**config.mk**
```make
export PLATFORM = sky130hd
export DESIGN_NAME = unaligned_access_beat_splitter
export DESIGN_NICKNAME = d
export VERILOG_FILES = /design/src/sv/uabs_pkg.sv /design/src/sv/uabs_beat_unit.sv /design/src/sv/uabs_ctrl.sv /design/src/sv/unaligned_access_beat_splitter.sv
export VERILOG_INCLUDE_DIRS = /design/src /design/src/sv
export SDC_FILE = /design/constraint.sdc
export NUM_CORES = 1
export LEC_CHECK = 0
export ABC_CLOCK_PERIOD_IN_PS = 7400
export BUFFER_PORTS_ARGS = -buffer_cell sky130_fd_sc_hd__buf_2
export CAP_MARGIN = 20
export CORE_AREA = 5 5 206 158
export DETAILED_ROUTE_END_ITERATION = 10
export DIE_AREA = 0 0 211 163
export PLACE_DENSITY_LB_ADDON = 0.2
export SYNTH_ARGS = -nofsm -noshare
export SYNTH_HDL_FRONTEND = slang
export SYNTH_SLANG_ARGS = --single-unit
export TNS_END_PERCENT = 50
```
**constraint.sdc**
```tcl
create_clock -name clock -period 7.4 [get_ports clock]
set_input_delay 0.37 -clock clock [delete_from_list [all_inputs] [get_ports clock]]
set_output_delay 0.37 -clock clock [all_outputs]
set_load 0.005 [all_outputs]
```
**src/sv/unaligned_access_beat_splitter_assert.svh**
```systemverilog
// assertion helpers for the splitter control module
`ifndef UNALIGNED_ACCESS_BEAT_SPLITTER_ASSERT_SVH
`define UNALIGNED_ACCESS_BEAT_SPLITTER_ASSERT_SVH

// same-cycle implication, checked out of reset
`define UABS_ASSERT_NOW(label, ante, cons, msg) \
   label: assert property (@(posedge clock) disable iff (reset) (ante) |-> (cons)) \
      else $error(msg);

// next-cycle implication, checked out of reset
`define UABS_ASSERT_NEXT(label, ante, cons, msg) \
   label: assert property (@(posedge clock) disable iff (reset) (ante) |=> (cons)) \
      else $error(msg);

`endif

```
**src/sv/uabs_pkg.sv**
```systemverilog
`timescale 1ns / 1ps
package uabs_pkg;

   localparam int ADDR_WIDTH_DEF     = 32;
   localparam int LANE_BYTES_MAX_DEF = 4;

   localparam logic [1:0] LANE_LOG2_RESET = 2'd2;

   localparam logic [1:0] FUNC_READ  = 2'd0;
   localparam logic [1:0] FUNC_WRITE = 2'd1;
   localparam logic [1:0] FUNC_RESP  = 2'd2;

   localparam logic [1:0] KIND_READ  = 2'd0;
   localparam logic [1:0] KIND_WRITE = 2'd1;
   localparam logic [1:0] KIND_CPL   = 2'd2;

   typedef enum logic [1:0] {
      ST_IDLE,
      ST_BEAT,
      ST_RESP,
      ST_CPL
   } state_type;

   typedef struct packed {
      logic [1:0]  func;
      logic [31:0] address;
      logic [3:0]  size;
      logic [63:0] write_value;
      logic [31:0] read_data;
   } req_type;

   typedef struct packed {
      logic [1:0]  kind;
      logic [31:0] beat_address;
      logic [3:0]  byte_enable;
      logic [31:0] beat_data;
      logic [63:0] read_value;
      logic        last;
   } rsp_type;

   typedef struct packed {
      logic [3:0] remaining;
      logic [1:0] offset;
   } beat_query_type;

   typedef struct packed {
      logic [3:0] enable;
      logic [2:0] count;
   } beat_info_type;

endpackage

```
**src/sv/uabs_beat_unit.sv**
```systemverilog
`timescale 1ns / 1ps
module uabs_beat_unit import uabs_pkg::*; (
   input  logic [1:0]     lane_log2,
   input  beat_query_type query,
   output beat_info_type  info
);

   logic [3:0] size_en;
   logic [3:0] shifted;
   logic [3:0] lane_en;
   logic [3:0] enable;

   always_comb begin
      case (query.remaining)
         4'd0:    size_en = 4'h0;
         4'd1:    size_en = 4'h1;
         4'd2:    size_en = 4'h3;
         4'd3:    size_en = 4'h7;
         default: size_en = 4'hF;
      endcase
   end

   always_comb begin
      case (lane_log2)
         2'd0:    lane_en = 4'h1;
         2'd1:    lane_en = 4'h3;
         default: lane_en = 4'hF;
      endcase
   end

   assign shifted = size_en << query.offset;
   assign enable  = shifted & lane_en;

   assign info.enable = enable;
   assign info.count  = 3'(enable[0]) + 3'(enable[1]) + 3'(enable[2]) + 3'(enable[3]);

endmodule

```
**src/sv/uabs_ctrl.sv**
```systemverilog
`timescale 1ns / 1ps
`include "unaligned_access_beat_splitter_assert.svh"
module uabs_ctrl import uabs_pkg::*; #(
   parameter int ADDR_WIDTH = ADDR_WIDTH_DEF
) (
   input  logic           clock,
   input  logic           reset,
   input  logic [1:0]     lane_log2,
   input  logic           start,
   input  req_type        req_item,
   output logic           busy,
   output beat_query_type query,
   input  beat_info_type  info,
   output logic           rsp_strobe,
   output rsp_type        rsp_item
);

   // beat addresses wrap at the narrower of the address space and the port
   localparam int AW = (ADDR_WIDTH < 32) ? ADDR_WIDTH : 32;

   state_type state_ff, state_in;

   logic [1:0]    func_ff, func_in;
   logic [AW-1:0] cur_ff, cur_in;
   logic [1:0]    off_ff, off_in;
   logic [3:0]    rem_ff, rem_in;
   logic [63:0]   value_ff, value_in;
   logic [31:0]   rdata_ff, rdata_in;
   logic          pending_ff, pending_in;
   logic [3:0]    left_ff, left_in;
   logic [3:0]    pos_ff, pos_in;
   logic [1:0]    first_off_ff, first_off_in;
   logic [63:0]   asm_ff, asm_in;
   logic          rsp_strobe_ff, rsp_strobe_in;
   rsp_type       rsp_ff, rsp_in;

   logic [1:0]    lane_mask;
   logic [AW-1:0] lane_step;
   logic [AW-1:0] addr_m;
   logic [3:0]    size_c;
   logic [1:0]    req_off;
   logic [3:0]    beat_rem_next;
   logic [3:0]    resp_left_next;
   logic [31:0]   wdata;
   logic [31:0]   byte_mask;
   logic [31:0]   rd_masked;
   logic [31:0]   rd_aligned;
   logic [63:0]   placed;
   logic [1:0]    resp_off;

   always_comb begin
      case (lane_log2)
         2'd0:    lane_mask = 2'd0;
         2'd1:    lane_mask = 2'd1;
         default: lane_mask = 2'd3;
      endcase
   end

   assign lane_step = AW'(3'b001 << lane_log2);
   assign addr_m    = req_item.address[AW-1:0];
   assign size_c    = (req_item.size > 4'd8) ? 4'd8 : req_item.size;
   assign req_off   = addr_m[1:0] & lane_mask;
   assign resp_off  = first_off_ff & lane_mask;

   // the shared beat unit serves request beats and read responses
   assign query.remaining = (state_ff == ST_RESP) ? left_ff : rem_ff;
   assign query.offset    = (state_ff == ST_RESP) ? resp_off : off_ff;

   assign beat_rem_next  = rem_ff - {1'b0, info.count};
   assign resp_left_next = left_ff - {1'b0, info.count};

   always_comb begin
      case (off_ff)
         2'd0:    wdata = value_ff[31:0];
         2'd1:    wdata = {value_ff[23:0], 8'd0};
         2'd2:    wdata = {value_ff[15:0], 16'd0};
         default: wdata = {value_ff[7:0], 24'd0};
      endcase
   end

   assign byte_mask = {{8{info.enable[3]}}, {8{info.enable[2]}},
                       {8{info.enable[1]}}, {8{info.enable[0]}}};
   assign rd_masked = rdata_ff & byte_mask;

   always_comb begin
      case (resp_off)
         2'd0:    rd_aligned = rd_masked;
         2'd1:    rd_aligned = {8'd0, rd_masked[31:8]};
         2'd2:    rd_aligned = {16'd0, rd_masked[31:16]};
         default: rd_aligned = {24'd0, rd_masked[31:24]};
      endcase
   end

   assign placed = {32'd0, rd_aligned} << {pos_ff[2:0], 3'b000};

   // next state
   always_comb begin
      state_in = state_ff;
      case (state_ff)
         ST_IDLE: begin
            if (start) begin
               case (req_item.func)
                  FUNC_READ, FUNC_WRITE: begin
                     if (size_c != 4'd0) begin
                        state_in = ST_BEAT;
                     end else if (req_item.func == FUNC_READ) begin
                        state_in = ST_CPL;
                     end else begin
                        state_in = ST_IDLE;
                     end
                  end
                  FUNC_RESP: state_in = pending_ff ? ST_RESP : ST_IDLE;
                  default:   state_in = ST_IDLE;
               endcase
            end
         end
         ST_BEAT: begin
            if (beat_rem_next == 4'd0) begin
               state_in = ST_IDLE;
            end
         end
         ST_RESP: state_in = ST_IDLE;
         ST_CPL:  state_in = ST_IDLE;
         default: state_in = ST_IDLE;
      endcase
   end

   // datapath and result word
   always_comb begin
      func_in       = func_ff;
      cur_in        = cur_ff;
      off_in        = off_ff;
      rem_in        = rem_ff;
      value_in      = value_ff;
      rdata_in      = rdata_ff;
      pending_in    = pending_ff;
      left_in       = left_ff;
      pos_in        = pos_ff;
      first_off_in  = first_off_ff;
      asm_in        = asm_ff;
      rsp_strobe_in = 1'b0;
      rsp_in        = '0;
      case (state_ff)
         ST_IDLE: begin
            if (start) begin
               case (req_item.func)
                  FUNC_READ, FUNC_WRITE: begin
                     func_in      = req_item.func;
                     cur_in       = {addr_m[AW-1:2], addr_m[1:0] & ~lane_mask};
                     off_in       = req_off;
                     rem_in       = size_c;
                     value_in     = req_item.write_value;
                     pending_in   = (req_item.func == FUNC_READ) && (size_c != 4'd0);
                     left_in      = size_c;
                     pos_in       = 4'd0;
                     first_off_in = req_off;
                     asm_in       = '0;
                  end
                  FUNC_RESP: rdata_in = req_item.read_data;
                  default: ;
               endcase
            end
         end
         ST_BEAT: begin
            rsp_strobe_in       = 1'b1;
            rsp_in.kind         = (func_ff == FUNC_WRITE) ? KIND_WRITE : KIND_READ;
            rsp_in.beat_address = 32'(cur_ff);
            rsp_in.byte_enable  = info.enable;
            rsp_in.beat_data    = (func_ff == FUNC_WRITE) ? wdata : 32'd0;
            rsp_in.last         = (beat_rem_next == 4'd0);
            rem_in              = beat_rem_next;
            cur_in              = cur_ff + lane_step;
            off_in              = 2'd0;
            case (info.count)
               3'd0:    value_in = value_ff;
               3'd1:    value_in = {8'd0, value_ff[63:8]};
               3'd2:    value_in = {16'd0, value_ff[63:16]};
               3'd3:    value_in = {24'd0, value_ff[63:24]};
               default: value_in = {32'd0, value_ff[63:32]};
            endcase
         end
         ST_RESP: begin
            asm_in       = pos_ff[3] ? asm_ff : (asm_ff | placed);
            pos_in       = pos_ff + {1'b0, info.count};
            left_in      = resp_left_next;
            first_off_in = 2'd0;
            if (resp_left_next == 4'd0) begin
               pending_in        = 1'b0;
               rsp_strobe_in     = 1'b1;
               rsp_in.kind       = KIND_CPL;
               rsp_in.read_value = asm_in;
               rsp_in.last       = 1'b1;
            end
         end
         ST_CPL: begin
            rsp_strobe_in = 1'b1;
            rsp_in.kind   = KIND_CPL;
            rsp_in.last   = 1'b1;
         end
         default: ;
      endcase
   end

   always_ff @(posedge clock) begin
      if (reset) begin
         state_ff      <= ST_IDLE;
         pending_ff    <= 1'b0;
         rsp_strobe_ff <= 1'b0;
      end else begin
         state_ff      <= state_in;
         pending_ff    <= pending_in;
         rsp_strobe_ff <= rsp_strobe_in;
      end
   end

   always_ff @(posedge clock) begin
      func_ff      <= func_in;
      cur_ff       <= cur_in;
      off_ff       <= off_in;
      rem_ff       <= rem_in;
      value_ff     <= value_in;
      rdata_ff     <= rdata_in;
      left_ff      <= left_in;
      pos_ff       <= pos_in;
      first_off_ff <= first_off_in;
      asm_ff       <= asm_in;
      rsp_ff       <= rsp_in;
   end

   assign busy       = (state_ff != ST_IDLE);
   assign rsp_strobe = rsp_strobe_ff;
   assign rsp_item   = rsp_ff;

   `UABS_ASSERT_NOW(a_beat_has_bytes, state_ff == ST_BEAT, rem_ff != 4'd0,
      "beat state entered with no bytes left")
   `UABS_ASSERT_NOW(a_resp_needs_pending, state_ff == ST_RESP, pending_ff,
      "response handled with no read pending")
   `UABS_ASSERT_NOW(a_beat_enable_nonzero,
      rsp_strobe_ff && (rsp_ff.kind != KIND_CPL), rsp_ff.byte_enable != 4'h0,
      "bus beat word with no byte enabled")
   `UABS_ASSERT_NOW(a_cpl_is_last, rsp_strobe_ff && (rsp_ff.kind == KIND_CPL),
      rsp_ff.last, "read completion not marked last")
   `UABS_ASSERT_NEXT(a_write_drops_pending,
      (state_ff == ST_IDLE) && start && (req_item.func == FUNC_WRITE), !pending_ff,
      "write request left a read pending")

endmodule

```
**src/sv/unaligned_access_beat_splitter.sv**
```systemverilog
`timescale 1ns / 1ps
// channel   ports                                   handshake
// req       start, busy, req_item                   taken when start and not busy
// rsp       rsp_strobe, rsp_item                    one cycle per word, no stall
// csr       csr_write_enable, csr_write_data        lane width, written on enable
//
// a request of n beats holds busy while its beats are issued; beats leave one
// per cycle through the result register, set by the shared beat-enable unit
// a response to a pending read or a zero-size read holds busy for one cycle
// a zero-size write, a stray response or an unused code never raises busy
// reset clears the sequencer, the read-pending flag and sets 4-byte lanes
// the receiver cannot stall: every word is shown for exactly one cycle
module unaligned_access_beat_splitter import uabs_pkg::*; #(
   parameter int ADDR_WIDTH     = ADDR_WIDTH_DEF,
   parameter int LANE_BYTES_MAX = LANE_BYTES_MAX_DEF
) (
   input  logic       clock,
   input  logic       reset,
   input  logic       start,
   output logic       busy,
   input  req_type    req_item,
   output logic       rsp_strobe,
   output rsp_type    rsp_item,
   input  logic       csr_write_enable,
   input  logic [1:0] csr_write_data
);

   localparam logic [1:0] LANE_LOG2_CAP = (LANE_BYTES_MAX >= 4) ? 2'd2 :
                                          (LANE_BYTES_MAX >= 2) ? 2'd1 : 2'd0;

   logic [1:0]     lane_cfg_ff;
   logic [1:0]     lane_cfg_in;
   logic [1:0]     lane_sel;
   logic [1:0]     lane_log2;
   beat_query_type query;
   beat_info_type  info;

   assign lane_cfg_in = csr_write_enable ? csr_write_data : lane_cfg_ff;

   always_ff @(posedge clock) begin
      if (reset) begin
         lane_cfg_ff <= LANE_LOG2_RESET;
      end else begin
         lane_cfg_ff <= lane_cfg_in;
      end
   end

   // code 3 means 4-byte lanes, then capped by the widest lane built
   assign lane_sel  = (lane_cfg_ff == 2'd3) ? 2'd2 : lane_cfg_ff;
   assign lane_log2 = (lane_sel > LANE_LOG2_CAP) ? LANE_LOG2_CAP : lane_sel;

   uabs_beat_unit u_beat (
      .lane_log2 (lane_log2),
      .query     (query),
      .info      (info)
   );

   uabs_ctrl #(
      .ADDR_WIDTH (ADDR_WIDTH)
   ) u_ctrl (
      .clock      (clock),
      .reset      (reset),
      .lane_log2  (lane_log2),
      .start      (start),
      .req_item   (req_item),
      .busy       (busy),
      .query      (query),
      .info       (info),
      .rsp_strobe (rsp_strobe),
      .rsp_item   (rsp_item)
   );

endmodule
```
# Word level (Yosys, flattened, before mapping)
# Index checks and enable logic that the tools add are counted.
[op_classes]
mux = 50
addsub = 7
bitwise_logic = 7
reduce_logical = 26
shifts = 3
n_eq_ne = 23
magnitude_cmp = 2
[ops]
columns = ["op", "count"]
rows = [
  ["$mux W64", 5],
  ["$pmux W64 S2", 2],
  ["$pmux W64 S4", 1],
  ["$pmux W32 S3", 2],
  ["$mux W32", 2],
  ["$or A64 B64 Y64", 1],
  ["$pmux W32 S2", 1],
  ["$shl A32 B6 Y64", 1],
  ["$add A32 B32 Y32", 1],
  ["$and A32 B32 Y32", 1],
  ["$pmux W4 S2", 4],
  ["$shl A1 B2 Y32 const A", 1],
  ["$mux W4", 6],
  ["$mux W2", 11],
  ["$pmux W2 S2", 4],
  ["$pmux W4 S4", 1],
  ["$eq A2 B1 Y1 const B", 6],
  ["$eq A2 B2 Y1 const B", 6],
  ["$logic_not A4 Y1", 3],
  ["$pmux W2 S3", 2],
  ["$reduce_and A3 Y1", 4],
  ["$logic_not A2 Y1", 5],
  ["$eq A4 B2 Y1 const B", 2],
  ["$reduce_and A4 Y1", 2],
  ["other kinds (24)", 44],
]
[word_totals]
elab_cells = 138
register_bits = 351
inputBits = 140

# Logic depth before layout (Yosys ltp)
# Gate-level depths: netlist of run 1.
[depth]
word_depth = 17
mapped_depth = 24
ltp_nobuf = 18

# Cells and area by module
# Synthesis of run 1 repeated with hierarchy kept, for this count alone.
[hier_totals]
cells_unflattened = 1626
area_unflattened_um2 = 16502.1
[modules_own_cells]
columns = ["module", "cells_per_inst", "n_inst", "seq_area_each_um2", "area_per_inst_um2"]
rows = [
  ["uabs_ctrl", 1594, 1, 9088.7, 16231.8],
  ["uabs_beat_unit", 24, 1, 0.0, 188.9],
  ["unaligned_access_beat_splitter", 8, 1, 40.0, 81.3],
]

# Worst setup path after synthesis of run 1
# No wires, ideal clock.
[synth_path]
path_type = "flip-flop to flip-flop"
start = "register u_ctrl.state_ff[0]"
end = "register u_ctrl.value_ff[0] (enable)"
setup_ps = 434
stages_incl_launch_ff = 17
arrival_ps = 5607
period_less_slack_ps = 6041
setup_slack_ps = 1359
path_cell_list = "dfxtp_1 > buf_6 > or4b_4 > o31a_4 > nor3_1 > buf_4 > nor3_1 > ha_1 > inv_1 > fa_1 > inv_1 > ha_1 > clkbuf_1 > buf_1 > clkbuf_1 > clkbuf_1 > o41a_1"
[synth_rtl]
columns = ["element", "line", "source"]
rows = [
  ["start, declared", "uabs_ctrl.sv:21", "state_type state_ff, state_in;"],
  ["start signal, assigned", "uabs_ctrl.sv:210", "state_ff <= state_in;"],
  ["end signal, assigned", "uabs_ctrl.sv:221", "value_ff <= value_in;"],
  ["end, declared", "uabs_ctrl.sv:27", "logic [63:0] value_ff, value_in;"],
]

# Worst setup path in the final report of run 1
[layout_path]
start = "register u_ctrl.state_ff[1]"
end = "register u_ctrl.rsp_ff, in the netlist u_ctrl.rsp_item[62]"
[layout_between]
elab_chain_len = 12
word_cells_on_any_way = 21
cone_classes = "add/sub: 4; eq/ne: 4; shift: 2; mux: 5; bitwise: 3; reduce/logical: 3"
[layout_rtl]
columns = ["element", "line", "source"]
rows = [
  ["$eq A2 B2 Y1 *", "uabs_ctrl.sv:66, uabs_ctrl.sv:67, uabs_ctrl.sv:143", ""],
  ["$mux W4", "uabs_ctrl.sv:66", "assign query.remaining = (state_ff == ST_RESP) ? left_ff : rem_ff;"],
  ["$eq A4 B2 Y1, or another cell as far along", "uabs_beat_unit.sv:14", "case (query.remaining)"],
  ["$pmux W4 S4", "uabs_beat_unit.sv:14", ""],
  ["$shl A4 B2 Y4", "uabs_beat_unit.sv:31", "assign shifted = size_en << query.offset;"],
  ["$and A4 B4 Y4", "uabs_beat_unit.sv:32", "assign enable = shifted & lane_en;"],
  ["$add A1 B1 Y2", "uabs_beat_unit.sv:35", "assign info.count = 3'(enable[0]) + 3'(enable[1]) + 3'(enable[2]) + 3'(enable[3]);"],
  ["$add A3 B1 Y3 (2 in series)", "uabs_beat_unit.sv:35", ""],
  ["$sub A4 B3 Y4", "uabs_ctrl.sv:70", "assign resp_left_next = left_ff - {1'b0, info.count};"],
  ["$logic_not A4 Y1", "uabs_ctrl.sv:187", "if (resp_left_next == 4'd0) begin"],
  ["$reduce_and A2 Y1 (no source line)", "n/a", ""],
  ["end signal, assigned", "uabs_ctrl.sv:227", "rsp_ff <= rsp_in;"],
  ["end, declared", "uabs_ctrl.sv:35", "rsp_type rsp_ff, rsp_in;"],
]
# Every way passes the cells marked *; elsewhere a longest branch is shown, timed or not.
# A chain may end at the register's enable or synchronous reset.

==> results.yml, run 1 <==
worst_setup_path:
  critical-path-top-delay-family: "simple AND/OR/NAND/NOR gates"
  crit_required_ns: 7.89
  critical_path.endpoint_type: "flop"
  critical_path.cell_chain: "nor2b_2 > mux2i_4 > nor3_4 > nor3_4 > nand2_1 > fa_2 > clkinv_1 > ha_1 > inv_1 > fa_1 > and4b_1 > nand2_1 > buf_4 > nor2_1 > a32o_1"
  worst_path_max_delay_cell: "sky130_fd_sc_hd__nor2b_2"
  cp.arrival_ns: 6.98
  cp_num_buf_inv: 3
  worstSetupStartpointType: "flop"
  criticalPathCategory: "reg2reg"
  timing.critical_path.fanout_max: 20
  slowest_delay_ns: 0.74
logic_synthesis:
  synth_warnings: 0
  seq_area_frac_synth: 0.5384
  synthesis.area_um2: 16960
  postSynthRegisterBits: 351
  syn_avg_cell_area_um2: 10.18
  syn_nets: 1826
  count_of_flip_flops_with_a_built_in_enable_after_synthesis: 210
  synthesis.instances: 1666
  synth-async-reset-ratio: 0
  ys_dominant_reg_cell: "sky130_fd_sc_hd__edfxtp_1"
  synthDistinctLibCells: 82
timing:
  layout_worst_path_cycle_share: 0.8777
  min_period_ns: 6.495
  finalHoldViolCount: 0
  fin_setup_tns_ns: 0
  slew_at_the_pin_with_the_worst_max_slew_slack_ns: 1.130
  slew_viol_final: 0
  setup_viol_count_final: 0
  fin_clk_skew_ns: 0.03254
  fmax_ghz: 0.1540
  rsz_0062_raised_after_global_routing: "no"
  timing.final.ws_setup_ns: 0.9047
  max-slew-margin-rel: 0.2410
die:
  die_width_um: 211
  ioPinCount: 277
  die_h_um: 163
  placement_rows: 56
  floorplan.die_area_um2: 34390
  core_area_um2: 30550
  start_util: 0.5550
finish:
  finish.net_count: 2065
  area_growth_syn_to_layout_pct: 17.69
  final_layout_size_suffix_gt1_frac: 0.2059
  layoutNonFillerInstCount: 2340
  fill_cells: 2443
  final_design_area_no_fill_um2: 19960
placement:
  pre_cts_slack_ns: 1.113
  port_buffers: 276
  placed_instance_count: 2269
  place_area_um2: 18680
  place_hpwl_um: 38620
  finalWeightedCongestion: 0.9892
routing:
  drc: 0
  routed_vias_inst: 6.223
  drtIter0Drc: 1802
  wl_per_cell_um: 23.05
  dr.pass1.iters: 6
  route.vias.total: 14560
  drt-total-wl_um: 53950
  drtAntennaViolNets: 0
clock_network:
  path_clk_slew_ns: 0.06
  clock_buffers_created_by_tritoncts: 36
  longest_clk_path_bufs: 3
  clock_tree.htree_level_count: 2
  clk_latency_ns: 0.55
  clkSinkCount: 351
  cts.repair_timing.setup_buffer_count: 0
  root_buffer: "sky130_fd_sc_hd__clkbuf_16"
  cts_tree: "done"
power_and_ir_drop:
  total_power_mw: 5.845
  ir_worst_vdd_uv: 244.4
  cellLeakagePower_nw: 8.152
  power.density_cell_area_nw_per_um2: 292.9
run:
  cap_viol_max_count: 0
grt:
  grt_start_max_net_pins: 111
  track_usage: 0.3040
  overflow: 0
  antenna_found_initial: 1
  first_global_vias: 13940
  grt_first_pass_wirelength_um: 81610
outcome:
  status: "finished clean"
worst_hold_path:
  hp-class: "in2reg"
-- flip-flops by register name (all words and copies together) (netlist names), 2 cells and up --
name and flops:
u_ctrl.left_ff 4, u_ctrl.rsp_item 135, u_ctrl.asm_ff 64, lane_cfg_ff 2, u_ctrl.rdata_ff 32, u_ctrl.off_ff 2, u_ctrl.pos_ff 4, u_ctrl.func_ff 2
u_ctrl.rem_ff 4, u_ctrl.value_ff 64, u_ctrl.cur_ff 32, u_ctrl.first_off_ff 2, u_ctrl.state_ff 2
-- synthesized netlist by cell type (26+ instances only) --
cell type	instances	area share
sky130_fd_sc_hd__nand2_1	192	0.043
sky130_fd_sc_hd__o21ai_0	127	0.037
sky130_fd_sc_hd__and2_1	76	0.028
sky130_fd_sc_hd__a21oi_1	48	0.014
sky130_fd_sc_hd__nor3_1	46	0.014
sky130_fd_sc_hd__and3_1	30	0.011
sky130_fd_sc_hd__nor2_1	158	0.035
sky130_fd_sc_hd__edfxtp_1	210	0.37
sky130_fd_sc_hd__a211oi_1	26	0.012
sky130_fd_sc_hd__o22ai_1	33	0.012
sky130_fd_sc_hd__mux2i_1	47	0.028
sky130_fd_sc_hd__clkbuf_1	84	0.019
sky130_fd_sc_hd__dfxtp_1	141	0.17
sky130_fd_sc_hd__nand3_1	32	0.0094
-- routing by layer --
| layer | global-route usage | up-vias | wire length (um) |
|---|---|---|---|
| met3 | 0.08935 | 105 | 6424 |
| met5 | 0 | - | 0 |
| met2 | 0.4132 | 843 | 21780 |
| li1 | - | 6677 | - |
| met1 | 0.4743 | 6937 | 24480 |
| met4 | 0.07570 | 0 | 1260 |
-- cell families (layout without fill, tap and decap cells) --
| family | Yosys count | in the layout | synth area share |
|---|---|---|---|
| other cells | 1 | 2 | 0.0002212 |
| fa+ha+maj | 20 | 20 | 0.01697 |
| simple gates | 627 | 627 | 0.1792 |
| flops | 351 | 351 | 0.5384 |
| xor+xnor | 37 | 37 | 0.01911 |
| compound gates | 441 | 441 | 0.1812 |
| mux | 55 | 55 | 0.03372 |
| buf+inv | 134 | 401 | 0.03121 |
-- final cells by class --
type                       instances  area (um^2)  share of cell area
multi-input combinational       1181         7356              0.3686
clock inverter                    13        137.6            0.006897
tap                              406        508.0             0.02545
timing repair buffer             307         1619             0.08113
sequential                       351         9129              0.4574
clock buffer                      53         1100             0.05511
antenna                            1        2.502           0.0001254
inverter                          28        105.1            0.005266
-- where the power goes --
group / internal, mW / leakage, nW / switching (mW)
sequential: 2.27 / 3.15 / 0.134
combinational: 0.569 / 4.39 / 0.979
clock: 1.11 / 0.612 / 0.783
-- placed cells by master, fill, tap and decap left out, drive strengths merged, types with 15 or more instances in the layout --
master    n
o22ai    33
a211oi   27
dfxtp   141
o21ai   133
nand3    32
nand2   192
nor2b    16
mux2i    48
nor3     49
ha       15
a21oi    48
xnor2    18
and3     30
and2     76
buf     303
clkbuf   54
inv      28
nor2    158
a221o    18
edfxtp  210
a31oi    25
xor2     19
nand2b   20
a22o     20
a32o     15
-- repair_timing --
item	in CTS	in global routing
hold endpoints to repair	0	3
resized for setup	0	0
hold buffers	0	3
-- path summary, 6_finish.rpt --
check / startpoint / to / slack [ns] / cells after the start
worst max-delay path: u_ctrl.state_ff[1]$_SDFFE_PP0P_ / u_ctrl.rsp_item[62]$_SDFF_PN0_ / 0.90 / 15
worst min-delay path: req_item[2] / u_ctrl.rdata_ff[2]$_DFFE_PP_ / 0.01 / 1
worst max register to register: u_ctrl.state_ff[1]$_SDFFE_PP0P_ / u_ctrl.rsp_item[62]$_SDFF_PN0_ / 0.90 / 15
worst min register to register: u_ctrl.asm_ff[6]$_SDFFCE_PP0P_ / u_ctrl.rsp_item[7]$_SDFF_PN0_ / 0.47 / 2
-- metrics by stage --
stage | utilization | hold slack [ns]
2_1_floorplan | - | 0.4391
3_3_place_gp | 0.6115 | 0.4616
3_5_place_dp | 0.6115 | 0.4614
4_1_cts | 0.6520 | 0.0002549
5_1_grt | 0.6533 | -0.0004117
6_report | 0.6533 | 0.01426
No activity file was read; power rests on OpenSTA's default activity.
==> inputs of run 2 (changes only) <==
--- a/config.mk
+++ b/config.mk
@@ -9,9 +9,11 @@
 export ABC_CLOCK_PERIOD_IN_PS = 7400
 export BUFFER_PORTS_ARGS = -buffer_cell sky130_fd_sc_hd__buf_2
 export CAP_MARGIN = 20
-export CORE_AREA = 5 5 206 158
+export CELL_PAD_IN_SITES_DETAIL_PLACEMENT = 1
+export CELL_PAD_IN_SITES_GLOBAL_PLACEMENT = 1
+export CORE_AREA = 5 5 233 179
 export DETAILED_ROUTE_END_ITERATION = 10
-export DIE_AREA = 0 0 211 163
+export DIE_AREA = 0 0 238 184
 export PLACE_DENSITY_LB_ADDON = 0.2
 export SYNTH_ARGS = -nofsm -noshare
 export SYNTH_HDL_FRONTEND = slang
==> results.yml, run 2 (synthesis gave the netlist of run 1 again) <==
outcome:
  status: "finished clean"
power_and_ir_drop:
  ir_worst_vdd_uv: 228.4
  cellLeakagePower_nw: 8.230
  power.density_cell_area_nw_per_um2: 291.5
finish:
  final_layout_size_suffix_gt1_frac: 0.2037
  area_growth_syn_to_layout_pct: 19.62
  finish.net_count: 2085
  layoutNonFillerInstCount: 2478
  final_cell_mix: "sky130_fd_sc_hd__buf_2, sky130_fd_sc_hd__edfxtp_1, sky130_fd_sc_hd__nand2_1"
  layout_commonest_cell: "sky130_fd_sc_hd__buf_2"
  final_design_area_no_fill_um2: 20280
  largest_reg_flops: 135
timing:
  rsz_0062_raised_after_global_routing: "no"
  min_period_ns: 6.493
  fin_clk_skew_ns: 0.02962
  max-slew-margin-rel: 0.2172
  setup_viol_count_final: 0
  slew_viol_final: 0
  layout_worst_path_cycle_share: 0.8774
  timing.final.ws_setup_ns: 0.9072
  finalHoldViolCount: 0
  slew_at_the_pin_with_the_worst_max_slew_slack_ns: 1.174
  fmax_ghz: 0.1540
  fin_setup_tns_ns: 0
clock_network:
  postCtsResizedCells: 0
  clkSinkCount: 351
  clk_latency_ns: 0.55
  path_clk_slew_ns: 0.06
  clock_tree.htree_level_count: 2
  cts.repair_timing.setup_buffer_count: 0
  root_buffer: "sky130_fd_sc_hd__clkbuf_16"
  clock_buffers_created_by_tritoncts: 38
  longest_clk_path_bufs: 3
  cts_tree: "done"
die:
  ioPinCount: 277
  core_area_um2: 39020
  placement_rows: 63
  start_util: 0.4346
  die_width_um: 238
  floorplan.die_area_um2: 43790
  die_h_um: 184
placement:
  pre_cts_slack_ns: 1.106
  placed_instance_count: 2383
  finalWeightedCongestion: 0.9574
  place_hpwl_um: 42990
  place_area_um2: 18810
  port_buffers: 276
worst_setup_path:
  worstSetupStartpointType: "flop"
  critical_path.endpoint_type: "flop"
  criticalPathCategory: "reg2reg"
  timing.reg2reg.worst_path_depth: 18
  timing.critical_path.fanout_max: 37
  regToRegSetupSlack_ns: 0.91
  cp.arrival_ns: 6.93
  crit_required_ns: 7.84
routing:
  route.vias.total: 14860
  drtIter0Drc: 1271
  wl_per_cell_um: 24.22
  drt-total-wl_um: 60030
  drc: 0
  dr.pass1.iters: 7
  routed_vias_inst: 5.997
  drtAntennaViolNets: 0
grt:
  grt_start_max_net_pins: 100
  track_usage: 0.2638
  antenna_found_initial: 6
  first_global_vias: 15120
  grt_first_pass_wirelength_um: 90810
  overflow: 0
worst_hold_path:
  hp-class: "in2reg"
  worst_hold_path.num_cells: 1
run:
  cap_viol_max_count: 0
[run 2: path summary, 6_finish.rpt]
path	from	to
min	req_item[16]	u_ctrl.rdata_ff[16]$_DFFE_PP_
min reg2reg	u_ctrl.asm_ff[6]$_SDFFCE_PP0P_	u_ctrl.rsp_item[7]$_SDFF_PN0_
max	u_ctrl.state_ff[1]$_SDFFE_PP0P_	u_ctrl.rsp_item[13]$_SDFF_PN0_
max reg2reg	u_ctrl.state_ff[1]$_SDFFE_PP0P_	u_ctrl.rsp_item[13]$_SDFF_PN0_
[run 2: where the power goes]
| part | switching, mW | internal, mW |
|---|---|---|
| Combinational | 1.02 | 0.571 |
| Clock | 0.811 | 1.10 |
| Sequential | 0.138 | 2.27 |
[run 2: per-stage QoR]
stage	util	total power, mW	hold WS, ns
2_1_floorplan	-	3.506	0.4391
3_3_place_gp	0.4817	3.937	0.4564
3_5_place_dp	0.4822	3.997	0.4656
4_1_cts	0.5196	5.930	0.002466
5_1_grt	0.5198	6.212	0.003768
6_report	0.5198	5.913	0.01910
[run 2: layout make-up]
class                           count  area (um^2)
Fill cell                        4376        18740
Timing Repair Buffer              325         1808
Tap cell                          520        650.6
Inverter                           28        105.1
Clock inverter                     14        111.4
Multi-Input combinational cell   1181         7342
Clock buffer                       55         1127
Sequential cell                   351         9129
Antenna cell                        4        10.01
[run 2: repair_timing]
item / CTS / global route
hold endpoints to repair: 22 / 0
hold buffers: 22 / 0
endpoints found under the setup margin: 0 / 0
[run 2: critical path: stages, from the launching register on]
cell	delay (ns)
sky130_fd_sc_hd__dfxtp_1	0.54
sky130_fd_sc_hd__nor2b_2	0.48
sky130_fd_sc_hd__buf_4	0.50
sky130_fd_sc_hd__o31a_4	0.25
sky130_fd_sc_hd__nor3_4	0.09
sky130_fd_sc_hd__nor3_4	0.67
sky130_fd_sc_hd__nand2_1	0.21
sky130_fd_sc_hd__fa_2	0.37
sky130_fd_sc_hd__inv_1	0.07
sky130_fd_sc_hd__ha_2	0.15
sky130_fd_sc_hd__buf_4	0.35
sky130_fd_sc_hd__inv_1	0.40
sky130_fd_sc_hd__ha_1	0.44
sky130_fd_sc_hd__a21oi_1	0.20
sky130_fd_sc_hd__xnor2_1	0.23
sky130_fd_sc_hd__and4b_1	0.54
sky130_fd_sc_hd__nand2_1	0.28
sky130_fd_sc_hd__buf_4	0.33
sky130_fd_sc_hd__nor3b_1	0.27
[run 2: routing by layer]
metal,part of all wire,track usage
met5,0.00023,0
met3,0.097,0.07364
met2,0.44,0.4050
met1,0.44,0.3757
met4,0.020,0.05851
